## config.mk

```make
export PLATFORM = sky130hd
export DESIGN_NAME = bmp4_nibble_palette_remapper_core
export DESIGN_NICKNAME = d
export VERILOG_FILES = /design/src/bnpr_pkg.sv /design/src/bnpr_palette.sv /design/src/bnpr_parser.sv /design/src/bnpr_output.sv /design/src/bmp4_nibble_palette_remapper_core.sv
export SDC_FILE = /design/constraint.sdc
export NUM_CORES = 1
export LEC_CHECK = 0
export BUFFER_PORTS_ARGS = -buffer_cell sky130_fd_sc_hd__buf_2
export CAP_MARGIN = 10
export CORE_MARGIN = 5
export CORE_UTILIZATION = 35
export DETAILED_ROUTE_END_ITERATION = 12
export PLACE_DENSITY = 0.52
export REMOVE_ABC_BUFFERS = 1
export SLEW_MARGIN = 20
export SYNTH_ARGS = -nofsm -noshare
export SYNTH_HDL_FRONTEND = slang
export SYNTH_HIERARCHICAL = 1
export SYNTH_SLANG_ARGS = --single-unit
```

## constraint.sdc

```tcl
create_clock -name clk -period 3.82 [get_ports clk]
set_input_delay 0.764 -clock clk [delete_from_list [all_inputs] [get_ports clk]]
set_output_delay 0.764 -clock clk [all_outputs]
set_load 0.05 [all_outputs]
```

## src/bnpr_pkg.sv

```systemverilog
// Shared types and constants for the 4-bit BMP palette remapper.
package bnpr_pkg;

    // Header layout
    localparam logic [6:0]  HDR_LEN     = 7'd118;
    localparam logic [6:0]  PAL_BASE    = 7'd54;
    localparam logic [6:0]  POS_SIG     = 7'd1;
    localparam logic [6:0]  POS_INFO    = 7'd17;
    localparam logic [6:0]  POS_WIDTH   = 7'd21;
    localparam logic [6:0]  POS_HEIGHT  = 7'd25;
    localparam logic [6:0]  POS_BITCNT  = 7'd29;
    localparam logic [6:0]  POS_COMPR   = 7'd33;
    localparam logic [6:0]  POS_LAST    = 7'd117;

    localparam logic [15:0] BMP_SIG     = 16'h4D42;   // "BM", little-endian
    localparam logic [31:0] INFO_SIZE   = 32'd40;
    localparam logic [15:0] BIT_COUNT   = 16'd4;

    // Unmatched palette entry value
    localparam logic [7:0]  UNMATCHED   = 8'h21;

    // Palette channel levels
    localparam logic [7:0]  LVL_0       = 8'h00;
    localparam logic [7:0]  LVL_1       = 8'h55;
    localparam logic [7:0]  LVL_2       = 8'hAA;
    localparam logic [7:0]  LVL_3       = 8'hFF;

    // Palette entry byte slots (B, G, R, reserved)
    localparam logic [1:0]  SLOT_B      = 2'd0;
    localparam logic [1:0]  SLOT_G      = 2'd1;
    localparam logic [1:0]  SLOT_R      = 2'd2;

    typedef enum logic [1:0] {
        KIND_HDR   = 2'd0,
        KIND_PIX   = 2'd1,
        KIND_PAD   = 2'd2,
        KIND_TRAIL = 2'd3
    } byte_kind_t;

    typedef enum logic [2:0] {
        ST_OK       = 3'd0,
        ST_BAD_SIG  = 3'd1,
        ST_INFO     = 3'd2,
        ST_BITCNT   = 3'd3,
        ST_COMPR    = 3'd4,
        ST_ODD_W    = 3'd5,
        ST_HEIGHT   = 3'd6
    } status_t;

    // Parser stage register contents
    typedef struct packed {
        logic       valid;
        byte_kind_t kind;
        logic [1:0] plane;
        logic       row_end;
        logic       image_end;
        status_t    status;
    } stage_t;

    // Palette map write
    typedef struct packed {
        logic       en;
        logic [3:0] addr;
        logic [3:0] data;
    } pal_wr_t;

endpackage

```

## src/bnpr_palette.sv

```systemverilog
// Nibble map memory with per-entry valid bits and registered dual read.
module bnpr_palette (
    input  logic             clk,
    input  logic             rst_n,
    input  logic             clear,      // file start: all entries back to unmatched
    input  bnpr_pkg::pal_wr_t wr,
    input  logic             rd_en,
    input  logic [3:0]       rd_hi_addr,
    input  logic [3:0]       rd_lo_addr,
    output logic [3:0]       rd_hi_data,
    output logic [3:0]       rd_lo_data,
    output logic             rd_hi_valid,
    output logic             rd_lo_valid
);
    import bnpr_pkg::*;

    logic [3:0]  map_mem [16];
    logic [15:0] valid_reg;
    logic [15:0] valid_next;
    logic [3:0]  hi_data_reg;
    logic [3:0]  lo_data_reg;
    logic        hi_valid_reg;
    logic        lo_valid_reg;

    // Valid bits: cleared at file start, set on write
    always_comb
    begin
        valid_next = valid_reg;
        if (clear)
        begin
            valid_next = '0;
        end
        else if (wr.en)
        begin
            valid_next[wr.addr] = 1'b1;
        end
    end

    always_ff @(posedge clk or negedge rst_n)
    begin
        if (!rst_n)
        begin
            valid_reg <= '0;
        end
        else
        begin
            valid_reg <= valid_next;
        end
    end

    // Memory write
    always_ff @(posedge clk)
    begin
        if (wr.en)
        begin
            map_mem[wr.addr] <= wr.data;
        end
    end

    // Registered reads
    always_ff @(posedge clk)
    begin
        if (rd_en)
        begin
            hi_data_reg  <= map_mem[rd_hi_addr];
            lo_data_reg  <= map_mem[rd_lo_addr];
            hi_valid_reg <= valid_reg[rd_hi_addr];
            lo_valid_reg <= valid_reg[rd_lo_addr];
        end
    end

    assign rd_hi_data  = hi_data_reg;
    assign rd_lo_data  = lo_data_reg;
    assign rd_hi_valid = hi_valid_reg;
    assign rd_lo_valid = lo_valid_reg;

endmodule

```

## src/bnpr_parser.sv

```systemverilog
// Header parser, error latch, row/column counters and the input stage register.
module bnpr_parser (
    input  logic              clk,
    input  logic              rst_n,
    input  logic              load,       // input transfer
    input  logic              move,       // stage register drains to output
    input  logic [7:0]        in_byte,
    input  logic              file_start,
    input  logic              quad_mode,
    output bnpr_pkg::stage_t  stage,
    output bnpr_pkg::pal_wr_t pal_wr
);
    import bnpr_pkg::*;

    logic [6:0]  pos_reg,      pos_next;
    logic [31:0] shift_reg,    shift_next;
    status_t     err_reg,      err_next;
    logic [29:0] pix_reg,      pix_next;
    logic [30:0] last_col_reg, last_col_next;
    logic        cols_ok_reg,  cols_ok_next;
    logic [30:0] rows_reg,     rows_next;
    logic        w_odd_reg,    w_odd_next;
    logic [1:0]  h_low_reg,    h_low_next;
    logic [30:0] row_reg,      row_next;
    logic [30:0] col_reg,      col_next;
    logic [15:0] entry_reg,    entry_next;
    stage_t      stage_reg,    stage_next;

    logic [6:0]  cur_pos;
    logic [31:0] cur_shift;
    status_t     cur_err;
    logic [30:0] cur_row;
    logic [30:0] cur_col;
    logic        in_hdr;
    status_t     new_err;
    logic [1:0]  pad;
    logic [30:0] row_len;
    logic [6:0]  pal_ofs;
    logic        in_pal;
    logic        r_ok;
    logic        b_ok;
    logic        g_ok;
    logic [1:0]  g_lvl;
    logic        active;
    logic        at_row_end;
    byte_kind_t  kind;

    // File start restarts the parser on this byte
    always_comb
    begin
        cur_pos   = file_start ? '0 : pos_reg;
        cur_shift = file_start ? '0 : shift_reg;
        cur_err   = file_start ? ST_OK : err_reg;
        cur_row   = file_start ? '0 : row_reg;
        cur_col   = file_start ? '0 : col_reg;
        in_hdr    = (cur_pos < HDR_LEN);
        shift_next = {in_byte, cur_shift[31:8]};
    end

    // Header field checks at fixed offsets
    always_comb
    begin
        new_err = ST_OK;
        if (in_hdr)
        begin
            case (cur_pos)
                POS_SIG:    if (shift_next[31:16] != BMP_SIG)   new_err = ST_BAD_SIG;
                POS_INFO:   if (shift_next != INFO_SIZE)        new_err = ST_INFO;
                POS_BITCNT: if (shift_next[31:16] != BIT_COUNT) new_err = ST_BITCNT;
                POS_COMPR:  if (shift_next != '0)               new_err = ST_COMPR;
                POS_LAST:
                begin
                    if (w_odd_reg)
                    begin
                        new_err = ST_ODD_W;
                    end
                    else if (h_low_reg != 2'd0)
                    begin
                        new_err = ST_HEIGHT;
                    end
                end
                default:    new_err = ST_OK;
            endcase
        end
        err_next = (cur_err != ST_OK) ? cur_err : new_err;
    end

    // Image geometry, captured as the width and height fields complete
    always_comb
    begin
        pix_next      = pix_reg;
        last_col_next = last_col_reg;
        cols_ok_next  = cols_ok_reg;
        rows_next     = rows_reg;
        w_odd_next    = w_odd_reg;
        h_low_next    = h_low_reg;
        pad           = 2'd0;
        row_len       = '0;
        if (in_hdr && cur_pos == POS_WIDTH)
        begin
            pix_next      = shift_next[31] ? '0 : shift_next[30:1];
            pad           = 2'(2'd0 - pix_next[1:0]);
            row_len       = 31'(pix_next) + 31'(pad);
            last_col_next = row_len - 31'd1;
            cols_ok_next  = (pix_next != '0);
            w_odd_next    = shift_next[0];
        end
        if (in_hdr && cur_pos == POS_HEIGHT)
        begin
            rows_next  = shift_next[31] ? '0 : shift_next[30:0];
            h_low_next = shift_next[1:0];
        end
    end

    // Palette entries: collect B and G, match on R
    always_comb
    begin
        pal_ofs    = 7'(cur_pos - PAL_BASE);
        in_pal     = in_hdr && (cur_pos >= PAL_BASE);
        entry_next = entry_reg;
        if (in_pal && pal_ofs[1:0] == SLOT_B)
        begin
            entry_next[7:0] = in_byte;
        end
        if (in_pal && pal_ofs[1:0] == SLOT_G)
        begin
            entry_next[15:8] = in_byte;
        end

        r_ok = in_byte inside {LVL_0, LVL_3};
        b_ok = entry_reg[7:0] inside {LVL_0, LVL_3};
        g_ok = 1'b1;
        case (entry_reg[15:8])
            LVL_0:   g_lvl = 2'd0;
            LVL_1:   g_lvl = 2'd1;
            LVL_2:   g_lvl = 2'd2;
            LVL_3:   g_lvl = 2'd3;
            default:
            begin
                g_lvl = 2'd0;
                g_ok  = 1'b0;
            end
        endcase

        pal_wr.en   = load && in_pal && (pal_ofs[1:0] == SLOT_R) && r_ok && b_ok && g_ok;
        pal_wr.addr = pal_ofs[5:2];
        pal_wr.data = {in_byte[0], entry_reg[0], g_lvl};
    end

    // Pixel area: classify the byte and step the counters
    always_comb
    begin
        active     = !in_hdr && cols_ok_reg && (cur_row < rows_reg);
        at_row_end = active && (cur_col == last_col_reg);
        row_next   = cur_row;
        col_next   = cur_col;
        if (in_hdr)
        begin
            kind = KIND_HDR;
        end
        else if (!active)
        begin
            kind = KIND_TRAIL;
        end
        else if (cur_col < 31'(pix_reg))
        begin
            kind = KIND_PIX;
        end
        else
        begin
            kind = KIND_PAD;
        end
        if (at_row_end)
        begin
            col_next = '0;
            row_next = cur_row + 31'd1;
        end
        else if (active)
        begin
            col_next = cur_col + 31'd1;
        end
        pos_next = in_hdr ? (cur_pos + 7'd1) : cur_pos;
    end

    // Stage register contents
    always_comb
    begin
        stage_next           = stage_reg;
        if (load)
        begin
            stage_next.valid     = 1'b1;
            stage_next.kind      = kind;
            stage_next.plane     = (active && quad_mode) ? cur_row[1:0] : 2'd0;
            stage_next.row_end   = at_row_end;
            stage_next.image_end = at_row_end && (cur_row == rows_reg - 31'd1);
            stage_next.status    = err_next;
        end
        else if (move)
        begin
            stage_next.valid = 1'b0;
        end
    end

    always_ff @(posedge clk or negedge rst_n)
    begin
        if (!rst_n)
        begin
            pos_reg      <= '0;
            shift_reg    <= '0;
            err_reg      <= ST_OK;
            pix_reg      <= '0;
            last_col_reg <= '0;
            cols_ok_reg  <= 1'b0;
            rows_reg     <= '0;
            w_odd_reg    <= 1'b0;
            h_low_reg    <= '0;
            row_reg      <= '0;
            col_reg      <= '0;
            entry_reg    <= '0;
            stage_reg    <= '0;
        end
        else
        begin
            stage_reg <= stage_next;
            if (load)
            begin
                pos_reg      <= pos_next;
                shift_reg    <= shift_next;
                err_reg      <= err_next;
                pix_reg      <= pix_next;
                last_col_reg <= last_col_next;
                cols_ok_reg  <= cols_ok_next;
                rows_reg     <= rows_next;
                w_odd_reg    <= w_odd_next;
                h_low_reg    <= h_low_next;
                row_reg      <= row_next;
                col_reg      <= col_next;
                entry_reg    <= entry_next;
            end
        end
    end

    assign stage = stage_reg;

endmodule

```

## src/bnpr_output.sv

```systemverilog
// Result register: builds the remapped byte and holds the master-side transfer.
module bnpr_output (
    input  logic             clk,
    input  logic             rst_n,
    input  bnpr_pkg::stage_t stage,
    input  logic [3:0]       hi_data,
    input  logic [3:0]       lo_data,
    input  logic             hi_valid,
    input  logic             lo_valid,
    output logic             advance,    // result register can take a new item
    output logic             m_tvalid,
    input  logic             m_tready,
    output logic [15:0]      m_tdata,
    output logic             m_tlast,
    output logic [2:0]       m_tuser
);
    import bnpr_pkg::*;

    logic        valid_reg,  valid_next;
    logic [15:0] data_reg,   data_next;
    logic        last_reg,   last_next;
    logic [2:0]  user_reg,   user_next;
    logic        move;
    logic [3:0]  hi_nib;
    logic [7:0]  lo_val;
    logic [7:0]  pix_byte;

    assign advance = !valid_reg || m_tready;
    assign move    = stage.valid && advance;

    // Unmatched high entry leaves its low nibble 1; unmatched low entry ORs in 0x21
    always_comb
    begin
        hi_nib   = hi_valid ? hi_data : UNMATCHED[3:0];
        lo_val   = lo_valid ? {4'h0, lo_data} : UNMATCHED;
        pix_byte = {hi_nib, 4'h0} | lo_val;
    end

    always_comb
    begin
        valid_next = valid_reg;
        data_next  = data_reg;
        last_next  = last_reg;
        user_next  = user_reg;
        if (move)
        begin
            valid_next = 1'b1;
            data_next  = {3'b000, stage.status, stage.plane,
                          (stage.kind == KIND_PIX) ? pix_byte : 8'h00};
            last_next  = stage.row_end;
            user_next  = {stage.image_end, stage.kind};
        end
        else if (m_tready)
        begin
            valid_next = 1'b0;
        end
    end

    always_ff @(posedge clk or negedge rst_n)
    begin
        if (!rst_n)
        begin
            valid_reg <= 1'b0;
        end
        else
        begin
            valid_reg <= valid_next;
        end
    end

    always_ff @(posedge clk)
    begin
        data_reg <= data_next;
        last_reg <= last_next;
        user_reg <= user_next;
    end

    assign m_tvalid = valid_reg;
    assign m_tdata  = data_reg;
    assign m_tlast  = last_reg;
    assign m_tuser  = user_reg;

endmodule

```

## src/bmp4_nibble_palette_remapper_core.sv

```systemverilog
// Top level of the 4-bit BMP palette remapper.
//
// Takes a 4-bit uncompressed BMP file one byte per transfer and returns one
// result per byte. Bytes 0..117 are the header; their fields are checked at
// fixed offsets and the first error is held in status until the next file
// start. Palette entries equal to one of the 16 fixed colors map to their
// color index, others to 0x21; pixel bytes are remapped nibble by nibble
// through that map, padding bytes are flagged, and bytes past the image are
// marked trailing. An input transfer passes through the parser stage with the
// map read, then the result register; one byte is taken every cycle while
// the master side accepts results, and the input keeps flowing while a result
// waits on the master side as long as the parser stage is free. It is up to the
// user that quad_mode is written only while the block is idle; the block does not enforce it.
module bmp4_nibble_palette_remapper_core (
    input  logic        clk,
    input  logic        rst_n,
    input  logic        cfg_wr_en,
    input  logic        cfg_wr_data,     // quad_mode
    input  logic        s_tvalid,
    output logic        s_tready,
    input  logic [7:0]  s_tdata,         // [7:0] in_byte
    input  logic        s_tuser,         // [0] file_start
    output logic        m_tvalid,
    input  logic        m_tready,
    output logic [15:0] m_tdata,         // [7:0] out_byte, [9:8] plane, [12:10] status
    output logic        m_tlast,         // row_end
    output logic [2:0]  m_tuser          // [1:0] byte_kind, [2] image_end
);
    import bnpr_pkg::*;

    logic    quad_mode_reg;
    stage_t  stage;
    pal_wr_t pal_wr;
    logic    advance;
    logic    load;
    logic    move;
    logic [3:0] hi_data;
    logic [3:0] lo_data;
    logic    hi_valid;
    logic    lo_valid;

    // Configuration register
    always_ff @(posedge clk or negedge rst_n)
    begin
        if (!rst_n)
        begin
            quad_mode_reg <= 1'b0;
        end
        else if (cfg_wr_en)
        begin
            quad_mode_reg <= cfg_wr_data;
        end
    end

    // Handshake between input, parser stage and result register
    assign move     = stage.valid && advance;
    assign s_tready = !stage.valid || advance;
    assign load     = s_tvalid && s_tready;

    bnpr_parser u_parser (
        .clk        (clk),
        .rst_n      (rst_n),
        .load       (load),
        .move       (move),
        .in_byte    (s_tdata),
        .file_start (s_tuser),
        .quad_mode  (quad_mode_reg),
        .stage      (stage),
        .pal_wr     (pal_wr)
    );

    bnpr_palette u_palette (
        .clk         (clk),
        .rst_n       (rst_n),
        .clear       (load && s_tuser),
        .wr          (pal_wr),
        .rd_en       (load),
        .rd_hi_addr  (s_tdata[7:4]),
        .rd_lo_addr  (s_tdata[3:0]),
        .rd_hi_data  (hi_data),
        .rd_lo_data  (lo_data),
        .rd_hi_valid (hi_valid),
        .rd_lo_valid (lo_valid)
    );

    bnpr_output u_output (
        .clk      (clk),
        .rst_n    (rst_n),
        .stage    (stage),
        .hi_data  (hi_data),
        .lo_data  (lo_data),
        .hi_valid (hi_valid),
        .lo_valid (lo_valid),
        .advance  (advance),
        .m_tvalid (m_tvalid),
        .m_tready (m_tready),
        .m_tdata  (m_tdata),
        .m_tlast  (m_tlast),
        .m_tuser  (m_tuser)
    );

endmodule
```

==> results.json, run 1 <==
{
  "required_ns": 4.27,
  "slew_violations": 0,
  "max_stage_delay_ns": 0.39,
  "cpMaxStageDelayCell": "nor4_1",
  "arrival_ns": 4.03,
  "grt_max_degree": 124,
  "rsz0062_at_grt": "false",
  "m1WireLength_um": 28400,
  "avgSynthCellArea_um2": 9.61,
  "worst_clock_skew_ns": 0.0260,
  "ios": 37,
  "post_drt_wl_per_cell_um": 19.9,
  "startpoint_type": "input pin",
  "antenna_cells": 0,
  "pwr-share-comb": 0.208,
  "crit_type": "input pin to register",
  "root_buffer": "clkbuf_16",
  "dr_wl_met3_um": 3060,
  "die_h_um": 251,
  "design_power_total_uw": 10200,
  "synthToLayoutAreaGrowth_pct": 20.1,
  "critPathMaxFanout": 39,
  "ys_seq_elements": 324,
  "fin_cells": 3125,
  "cts_tree": "done",
  "worst_pin_slew_ns": 0.812,
  "cts_sinks": 324,
  "period_minus_slack_ns": 3.58,
  "finalHoldViolations": 0,
  "dr_wl_met2_um": 28700,
  "num_rows": 88,
  "holdBufCountCts": 0,
  "synth_area_leaders": "dfrtp_1 (29%), edfxtp_1 (13%), ha_1 (7.0%), nand2_1 (4.7%), mux4_2 (4.4%)",
  "p_leak_uw": 0.0107,
  "synthDominantCellAreaShare": 0.288,
  "dp_hpwl_um": 46600,
  "antenna_left": 0,
  "viasPerCell": 5.40,
  "max_slew_margin": 0.454,
  "drt_iter0_drc": 1076,
  "ir_worst_vdd_uv": 399,
  "port-buffer-count": 33,
  "drc": 0,
  "nNetsFinal": 2459,
  "grt_pass1_vias": 16900,
  "synthesis.area_um2": 20300,
  "setup_viol": 0,
  "p_sw_uw": 3090,
  "power.density_nw_per_um2": 418,
  "routed.top_layer": "met5",
  "synth_top_area_cell": "dfrtp_1",
  "synth_flop_cell": "dfrtp_1",
  "regMostFlops": "u_palette/map_mem",
  "synth_edf_count": 91,
  "fmax_mhz": 280,
  "clk_pin_slew_worst_paths_ns": 0.06,
  "insertion_delay_ns": 0.59,
  "grt_usage": 0.194,
  "cp-end-kind": "register",
  "start_util": 0.353,
  "cts_inserted_buffers": 39,
  "power_frac_seq": 0.388,
  "path_cells": "buf_4 > buf_4 > buf_12 > buf_12 > buf_12 > nor2b_2 > xnor2_1 > o21ai_0 > nor4_1 > buf_4 > nand2_1 > buf_4 > o21ai_1 > buf_4 > o21ai_0 > mux2_2",
  "core-area_um2": 57500,
  "period_share": 0.936,
  "ctsLongestPathBuffers": 3,
  "grt_overflow": 0,
  "wl_um": 62100,
  "status": "completed",
  "p_int_uw": 7070,
  "cp_common_cell": "buf_4",
  "htree_levels": 2,
  "yosysWarningCount": 6,
  "clkPwrFrac": 0.404,
  "sw_frac_of_total": 0.304,
  "hold_path.class": "input pin to asynchronous set/reset pin",
  "grt_pass1_wl_um": 97600,
  "postSynthCellCount": 2108,
  "ys_types": 83,
  "dieArea_um2": 62800,
  "largest_reg_flops": 64,
  "ys_seq_area_frac": 0.423,
  "synthArstFlopShare": 0.719,
  "vias": 16900,
  "max-cap-violations": 0,
  "first_pass_iters": 6,
  "place_congestion": 0.898,
  "drive_gt1_frac": 0.191,
  "dp_cells": 3054,
  "antenna_found_initial": 7,
  "die_x_um": 251
}
==> synth_stat cells, types with 28 or more instances <==
cell type and n:
xnor2_1 70, mux2_2 30, clkbuf_1 67, nand2b_1 30
nand2_1 254, o21ai_0 152, nor4_1 35, ha_1 113
nand4_1 41, nor2_1 120, nand3_1 58, edfxtp_1 91
inv_1 138, nor3_1 55, xor2_1 43, a21oi_1 83
a21o_1 28, nor2b_1 72, mux4_2 40, dfrtp_1 233
==> critical path: cells and delay by family <==
family          cells  cell delay [ns]
compound gates      3             0.47
xor+xnor            1             0.15
buf+inv             8             1.57
mux                 1             0.28
simple gates        3             0.77
==> per-layer routing <==
layer,vias to the layer above,track usage
met5,-,0
met2,380,0.316
met3,109,0.0289
li1,8052,-
met1,8323,0.269
met4,6,0.0619
==> cell usage in the layout (no fill, tap or decap), drive strengths merged, types with 13 or more instances in the layout <==
master	count
a21o	28
xnor2	70
inv	141
o2bb2ai	18
edfxtp	91
and3	24
nor4	38
clkbuf	44
nand2b	31
o31ai	14
nor3b	14
a21oi	83
nand2	254
ha	113
nand4bb	16
a31oi	21
buf	279
o21ai	153
xor2	43
mux2	30
mux4	40
nor2b	74
nand4	41
clkinv	16
dfrtp	233
o21bai	20
nor2	120
nand3	59
or4	13
a211oi	13
nor3	55
==> final cells by class <==
type	instances	area (µm²)
Clock inverter	27	382
Multi-Input combinational cell	1548	10800
Fill cell	5644	33100
Timing Repair Buffer	279	2110
Sequential cell	324	8560
Inverter	138	518
Clock buffer	44	1050
Tap cell	765	957
==> through the flow <==
| stage | TNS [ns] | hold slack, ns | util | cell area (µm²) | setup WS (ns) |
|---|---|---|---|---|---|
| 2_1_floorplan | -265.82 | 0.425 | - | 19800 | -2.17 |
| 3_3_place_gp | -15.52 | 0.434 | 0.398 | 22900 | -0.425 |
| 3_5_place_dp | -16.08 | 0.437 | 0.398 | 22900 | -0.526 |
| 4_1_cts | 0 | 0.156 | 0.423 | 24300 | 0.0755 |
| 5_1_grt | 0 | 0.177 | 0.424 | 24300 | 0.00756 |
| 6_report | 0 | 0.130 | 0.424 | 24300 | 0.244 |
==> power groups by stage <==
stage               logic, µW  clock network (µW)  registers, µW
floorplan                 988                   0           4120
global placement         2090                   0           4000
CTS                      2110                4220           3940
global route             2300                4350           3970
detailed placement       2100                   0           4000
finish                   2110                4110           3940
==> path summary, 6_finish.rpt <==
| kind | from | endpoint | slack [ns] | cells past startpoint |
|---|---|---|---|---|
| worst max-delay path | s_tuser | u_parser/col_reg[21] | 0.24 | 16 |
| worst max register to register | u_parser/rows_reg[4] | u_parser/col_reg[21] | 0.42 | 13 |
| worst min register to register | u_parser/stage[4] | u_output/m_tlast | 0.44 | 0 |
| worst min-delay path | rst_n | u_parser/stage[3] | 0.13 | 1 |
| min in group clk | cfg_wr_data | quad_mode_reg | 0.43 | 2 |
| max in group asynchronous | rst_n | u_parser/entry_reg[3] | 2.67 | 2 |
==> timing repair <==
| item | CTS | global route |
|---|---|---|
| setup buffers | 0 | 0 |
| resized for setup | 0 | 5 |
| setup endpoints to repair | 0 | 13 |
==> cells by family (layout without fill, tap and decap cells) <==
kind of cell | Yosys count | in the layout | synth area share
compound gates | 445 | 445 | 0.139
fa+ha+maj | 114 | 114 | 0.0708
mux | 71 | 71 | 0.0616
buf+inv | 238 | 488 | 0.0490
flops | 324 | 324 | 0.423
simple gates | 802 | 802 | 0.208
other cells | 1 | 3 | 0.000185
xor+xnor | 113 | 113 | 0.0488
(Power assumes the default switching activity.)
==> inputs of run 2 (changes only) <==
Settings changed: CELL_PAD_IN_SITES_DETAIL_PLACEMENT set to 1, CELL_PAD_IN_SITES_GLOBAL_PLACEMENT set to 2, PLACE_DENSITY 0.52 to 0.73.
==> run 2 against run 1 <==
Net effect: via count rose by 2.5%; die area unchanged; largest cell class unchanged; first-iteration DRC count is 15% lower; critical path type unchanged; clock-buffer cell count grew 3; worst setup slack better by 0.046 ns; core utilization up 0.14 points; combinational power grew 3%; global-route usage up 2.4 points; register-to-register slack improved by 0.02 ns.
==> results.json, run 2 (synthesis gave the netlist of run 1 again) <==
{
  "status": "completed",
  "clkPwrFrac": 0.396,
  "power.density_nw_per_um2": 415,
  "p_sw_uw": 3220,
  "period_minus_slack_ns": 3.53,
  "holdBufCountCts": 0,
  "fin_util": 0.425,
  "power_frac_seq": 0.389,
  "slew_violations": 0,
  "fillers": 6571,
  "drc": 0,
  "fin_ws_ns": 0.290,
  "post_cts_buffers": 0,
  "drive_gt1_frac": 0.194,
  "grt_max_degree": 96,
  "synthToLayoutAreaGrowth_pct": 20.5,
  "grt_overflow": 0,
  "tns_ns": 0,
  "grt_pass1_vias": 18700,
  "crit_buf_inv": 2,
  "viasPerCell": 5.50,
  "core-area_um2": 57500,
  "path_cells": "buf_4 > nor2_2 > nand2_1 > ha_1 > xor2_1 > ha_1 > a211o_1 > a311oi_1 > nor3_1 > o211ai_1 > a221oi_2 > buf_4 > a31oi_1 > xor2_1 > o21ai_0",
  "p_leak_uw": 0.0107,
  "design_area_um2": 24400,
  "hold_path.class": "input pin to asynchronous set/reset pin",
  "dp_cells": 3069,
  "max_stage_delay_ns": 0.42,
  "ir_worst_vdd_uv": 451,
  "start_util": 0.353,
  "nNetsFinal": 2475,
  "port-buffer-count": 33,
  "post_dp_cell_area_um2": 23000,
  "post_drt_wl_per_cell_um": 22.3,
  "grt_usage": 0.219,
  "ctsLongestPathBuffers": 3,
  "cp-end-kind": "register",
  "required_ns": 4.28,
  "max-cap-violations": 0,
  "cpMaxStageDelayCell": "a311oi_1",
  "drt_iter0_drc": 917,
  "cts_sinks": 324,
  "worst_pin_slew_ns": 0.815,
  "antenna_found_initial": 3,
  "finalHoldViolations": 0,
  "ios": 37,
  "p_int_uw": 6920,
  "die_x_um": 251,
  "rsz0062_at_grt": "false",
  "grt_pass1_wl_um": 110000,
  "max_slew_margin": 0.457,
  "insertion_delay_ns": 0.60,
  "htree_levels": 2,
  "antenna_left": 0,
  "first_pass_iters": 5,
  "die_h_um": 251,
  "crit_type": "input pin to register",
  "cts_inserted_buffers": 40,
  "regMostFlops": "u_palette/map_mem",
  "sw_frac_of_total": 0.318,
  "ctsResizeCount": 0,
  "root_buffer": "clkbuf_16",
  "vias": 17300,
  "arrival_ns": 3.99,
  "dieArea_um2": 62800,
  "worst_clock_skew_ns": 0.0351,
  "clk_pin_slew_worst_paths_ns": 0.06,
  "pwr-share-comb": 0.215,
  "final_cell_mix": "buf_4 (254), nand2_1 (254), dfrtp_1 (233), o21ai_0 (151), inv_1 (138)",
  "num_rows": 88,
  "wl_um": 70000,
  "antenna_cells": 0,
  "period_share": 0.924,
  "largest_reg_flops": 64,
  "setup_viol": 0,
  "fmax_mhz": 283,
  "dp_hpwl_um": 52900,
  "critPathMaxFanout": 4,
  "place_ws_ns": -0.457,
  "critical_path.top_delay_family": "compound AO/OA/AOI/OAI gates",
  "cts_tree": "done",
  "fin_cells": 3143,
  "place_congestion": 0.905,
  "startpoint_type": "input pin"
}
==> run 2: cell types whose count changed in the layout (fill, tap and decap cells not counted), moves of 2 or more <==
cell        delta
buf_4         +14
clkinv_2       -7
clkinv_1       +5
clkbuf_1       +4
clkinvlp_4     +3
bufinv_16      -2
clkinv_4       +2
==> run 2: cell type report <==
class                      count  area, µm²  share of cell area
multi-input combinational   1548      10800               0.441
sequential                   324       8560               0.351
timing repair buffer         294       2230              0.0912
clock buffer                  47       1050              0.0429
tap                          765        957              0.0392
inverter                     138        518              0.0212
clock inverter                27        347              0.0142
==> run 2: path summary, 6_finish.rpt <==
check                                 startpoint                        end  slack (ns)  cells past startpoint
max                                      s_tuser  u_parser/last_col_reg[28]        0.29                     15
min                                        rst_n          u_parser/stage[1]        0.22                      1
max reg2reg                u_parser/shift_reg[9]  u_parser/last_col_reg[28]        0.44                     13
min reg2reg                    u_parser/stage[3]        u_output/m_tuser[2]        0.46                      0
max in group asynchronous                  rst_n      u_parser/entry_reg[5]        2.65                      2
min in group clk                     cfg_wr_data              quad_mode_reg        0.45                      2
==> run 2: worst register-to-register path: cells and delay by family (launching register included) <==
family                     cells  cell delay [ns]
adders and majority gates      2             0.53
DFF                            1             0.40
and+or+nand+nor                2             0.27
xor gates and xnor gates       2             0.32
AOI/OAI and AO/OA              6             1.53
buffers and inverters          1             0.19
==> run 2: routing by layer <==
| layer | share of wire | global-route usage | vias up |
|---|---|---|---|
| met5 | 0 | 0 | - |
| met1 | 0.45 | 0.294 | 8819 |
| li1 | - | - | 8067 |
| met3 | 0.036 | 0.0264 | 86 |
| met2 | 0.49 | 0.380 | 312 |
| met4 | 0.020 | 0.0505 | 0 |
==> run 2: through the flow <==
stage	total power (µW)	hold WS, ns
after floorplan	5110	0.425
after global placement	6130	0.433
after detailed placement	6170	0.437
after CTS	10200	0.243
after global routing	10600	0.275
final	10100	0.223
==> run 2: power by group through the flow <==
| stage | clock network (µW) | registers, µW | logic [µW] |
|---|---|---|---|
| final | 4020 | 3950 | 2180 |
| after global routing | 4270 | 3980 | 2350 |
| after CTS | 4120 | 3950 | 2170 |
| after detailed placement | 0 | 4010 | 2160 |
| after global placement | 0 | 4010 | 2120 |
| after floorplan | 0 | 4120 | 988 |
==> inputs of run 3 (changes only) <==
==> constraint.sdc (replaced) <==
create_clock -name clk -period 3.82 [get_ports clk]
set_input_delay 0.191 -clock clk [delete_from_list [all_inputs] [get_ports clk]]
set_output_delay 0.191 -clock clk [all_outputs]
set_load 0.05 [all_outputs]
==> run 3 against run 2 <==
Net effect: non-clock buffer count shrank 145; clock skew grew 0.0069 ns; global-route usage shrank 1.0 points; design area shrank 4.8%; highest routed layer unchanged.
==> results.json, run 3 (synthesis gave the netlist of run 1 again) <==
{
  "cp-startpoint": "u_parser/rows_reg[4]",
  "arrival_ns": 4.09,
  "drive_gt1_frac": 0.140,
  "cts_inserted_buffers": 40,
  "grt_pass1_wl_um": 104000,
  "p_sw_uw": 3130,
  "ir_worst_vdd_uv": 428,
  "nNetsFinal": 2330,
  "design_power_total_uw": 9780,
  "antenna_found_initial": 2,
  "dieArea_um2": 62800,
  "regMostFlops": "u_palette/map_mem",
  "r2r_start": "u_parser/rows_reg[4]",
  "slew_violations": 0,
  "grt_max_degree": 96,
  "crit_type": "register to register",
  "post_cts_buffers": 0,
  "clkPwrFrac": 0.395,
  "fin_ws_ns": 0.208,
  "synthToLayoutAreaGrowth_pct": 14.7,
  "mostFrequentLayoutCell": "nand2_1",
  "ios": 37,
  "sw_frac_of_total": 0.320,
  "power_frac_seq": 0.405,
  "num_rows": 88,
  "worst_clock_skew_ns": 0.0420,
  "seq_area_um2": 8560,
  "fillers": 6547,
  "largest_reg_flops": 64,
  "multi_input_area_um2": 10700,
  "finalHoldViolations": 0,
  "place_congestion": 0.891,
  "insertion_delay_ns": 0.60,
  "p_int_uw": 6650,
  "dp_hpwl_um": 49700,
  "fmax_mhz": 277,
  "final_cell_mix": "nand2_1 (254), dfrtp_1 (233), o21ai_0 (151), inv_1 (138), nor2_1 (120)",
  "cts_sinks": 324,
  "grt_pass1_vias": 17500,
  "rsz0062_at_grt": "false",
  "wl_um": 66600,
  "core-area_um2": 57500,
  "path_cells": "inv_1 > ha_1 > a2111oi_0 > a21oi_1 > o311ai_1 > buf_4 > nand3_2 > or4_1 > nor3_1 > xnor2_1",
  "die_h_um": 251,
  "drc": 0,
  "vias": 16600,
  "viasPerCell": 5.55,
  "port-buffer-count": 33,
  "critPathMaxFanout": 9,
  "required_ns": 4.30,
  "die_x_um": 251,
  "p_leak_uw": 0.0100,
  "start_util": 0.353,
  "hold_path.class": "input pin to register",
  "startpoint_type": "register",
  "max_stage_delay_ns": 0.84,
  "grt_usage": 0.209,
  "grt_overflow": 0,
  "cts_tree": "done",
  "place_ws_ns": -0.167,
  "post_drt_wl_per_cell_um": 22.2,
  "antenna_cells": 0,
  "period_minus_slack_ns": 3.61,
  "setup_viol": 0,
  "antenna_left": 0,
  "critical_path.top_delay_family": "simple AND/OR/NAND/NOR gates",
  "htree_levels": 2,
  "status": "completed",
  "root_buffer": "clkbuf_16",
  "pwr-share-comb": 0.200,
  "max-cap-violations": 0,
  "period_share": 0.945,
  "clk_pin_slew_worst_paths_ns": 0.06,
  "hp-start": "s_tdata[2]",
  "power.density_nw_per_um2": 421,
  "first_pass_iters": 6,
  "drt_iter0_drc": 1046,
  "cpMaxStageDelayCell": "or4_1",
  "max_slew_margin": 0.261,
  "cp-end-kind": "register",
  "tns_ns": 0,
  "worst_pin_slew_ns": 1.11,
  "ctsLongestPathBuffers": 3,
  "crit_buf_inv": 2
}
[run 3: cell count changes in the layout (fill, tap and decap cells not counted), sizes merged, moves of 2 or more]
cell         previous run  this run
buf                   294       144
dlygate4sd3             0         5
bufinv                  5         3
clkbuf                 47        49
[run 3: timing repair]
action | CTS | global route
endpoints found under the hold margin | 79 | 0
hold buffers | 5 | 0
gates resized for setup | 0 | 1
endpoints found under the setup margin | 0 | 1
[run 3: worst reg2reg max path: cells and delay by family (launching register included)]
kind / cells / cell delay (ns)
simple gates: 3 / 1.35
compound gates: 3 / 0.95
flops: 1 / 0.45
fa+ha+maj: 1 / 0.32
buf+inv: 2 / 0.27
xor+xnor: 1 / 0.15
[run 3: final cells by class]
cell class,count,area share
Clock buffer,49,0.0454
Clock inverter,24,0.0124
Multi-Input combinational cell,1548,0.462
Timing Repair Buffer,149,0.0483
Sequential cell,324,0.368
Tap cell,765,0.0412
Inverter,138,0.0223
[run 3: worst paths after layout]
check,end,slack [ns],cells after the start
worst max-delay path,u_parser/row_reg[23],0.21,10
worst min-delay path,u_parser/shift_reg[26],0.11,3
worst min register to register,u_output/m_tlast,0.45,0
worst max register to register,u_parser/row_reg[23],0.21,10
max in group asynchronous,u_parser/rows_reg[22],2.50,3
min in group asynchronous,u_parser/row_reg[14],0.19,2
[run 3: stage by stage]
stage          hold WS, ns  std cells  utilization  cell area, µm²
6_report             0.113       2997        0.404           23200
4_1_cts             0.0770       2997        0.404           23200
5_1_grt             0.0895       2997        0.404           23200
3_3_place_gp         0.236       2919        0.380           21800
3_5_place_dp         0.238       2919        0.380           21800
2_1_floorplan       -0.105       2010            -           19800
[run 3: metal layers]
layer	vias up	routed length [µm]	share of wire	global-route usage
li1	7784	-	-	-
met1	8485	30500	0.46	0.284
met2	276	32100	0.48	0.354
met3	86	2430	0.036	0.0265
met4	0	1650	0.025	0.0529
met5	-	0	0	0
[run 3: power groups by stage]
stage          clock, µW  combinational, µW  sequential, µW
2_1_floorplan          0                988            4120
3_3_place_gp           0               1930            4020
3_5_place_dp           0               1950            4020
4_1_cts             3970               1970            3960
5_1_grt             4110               2130            3980
6_report            3860               1960            3960
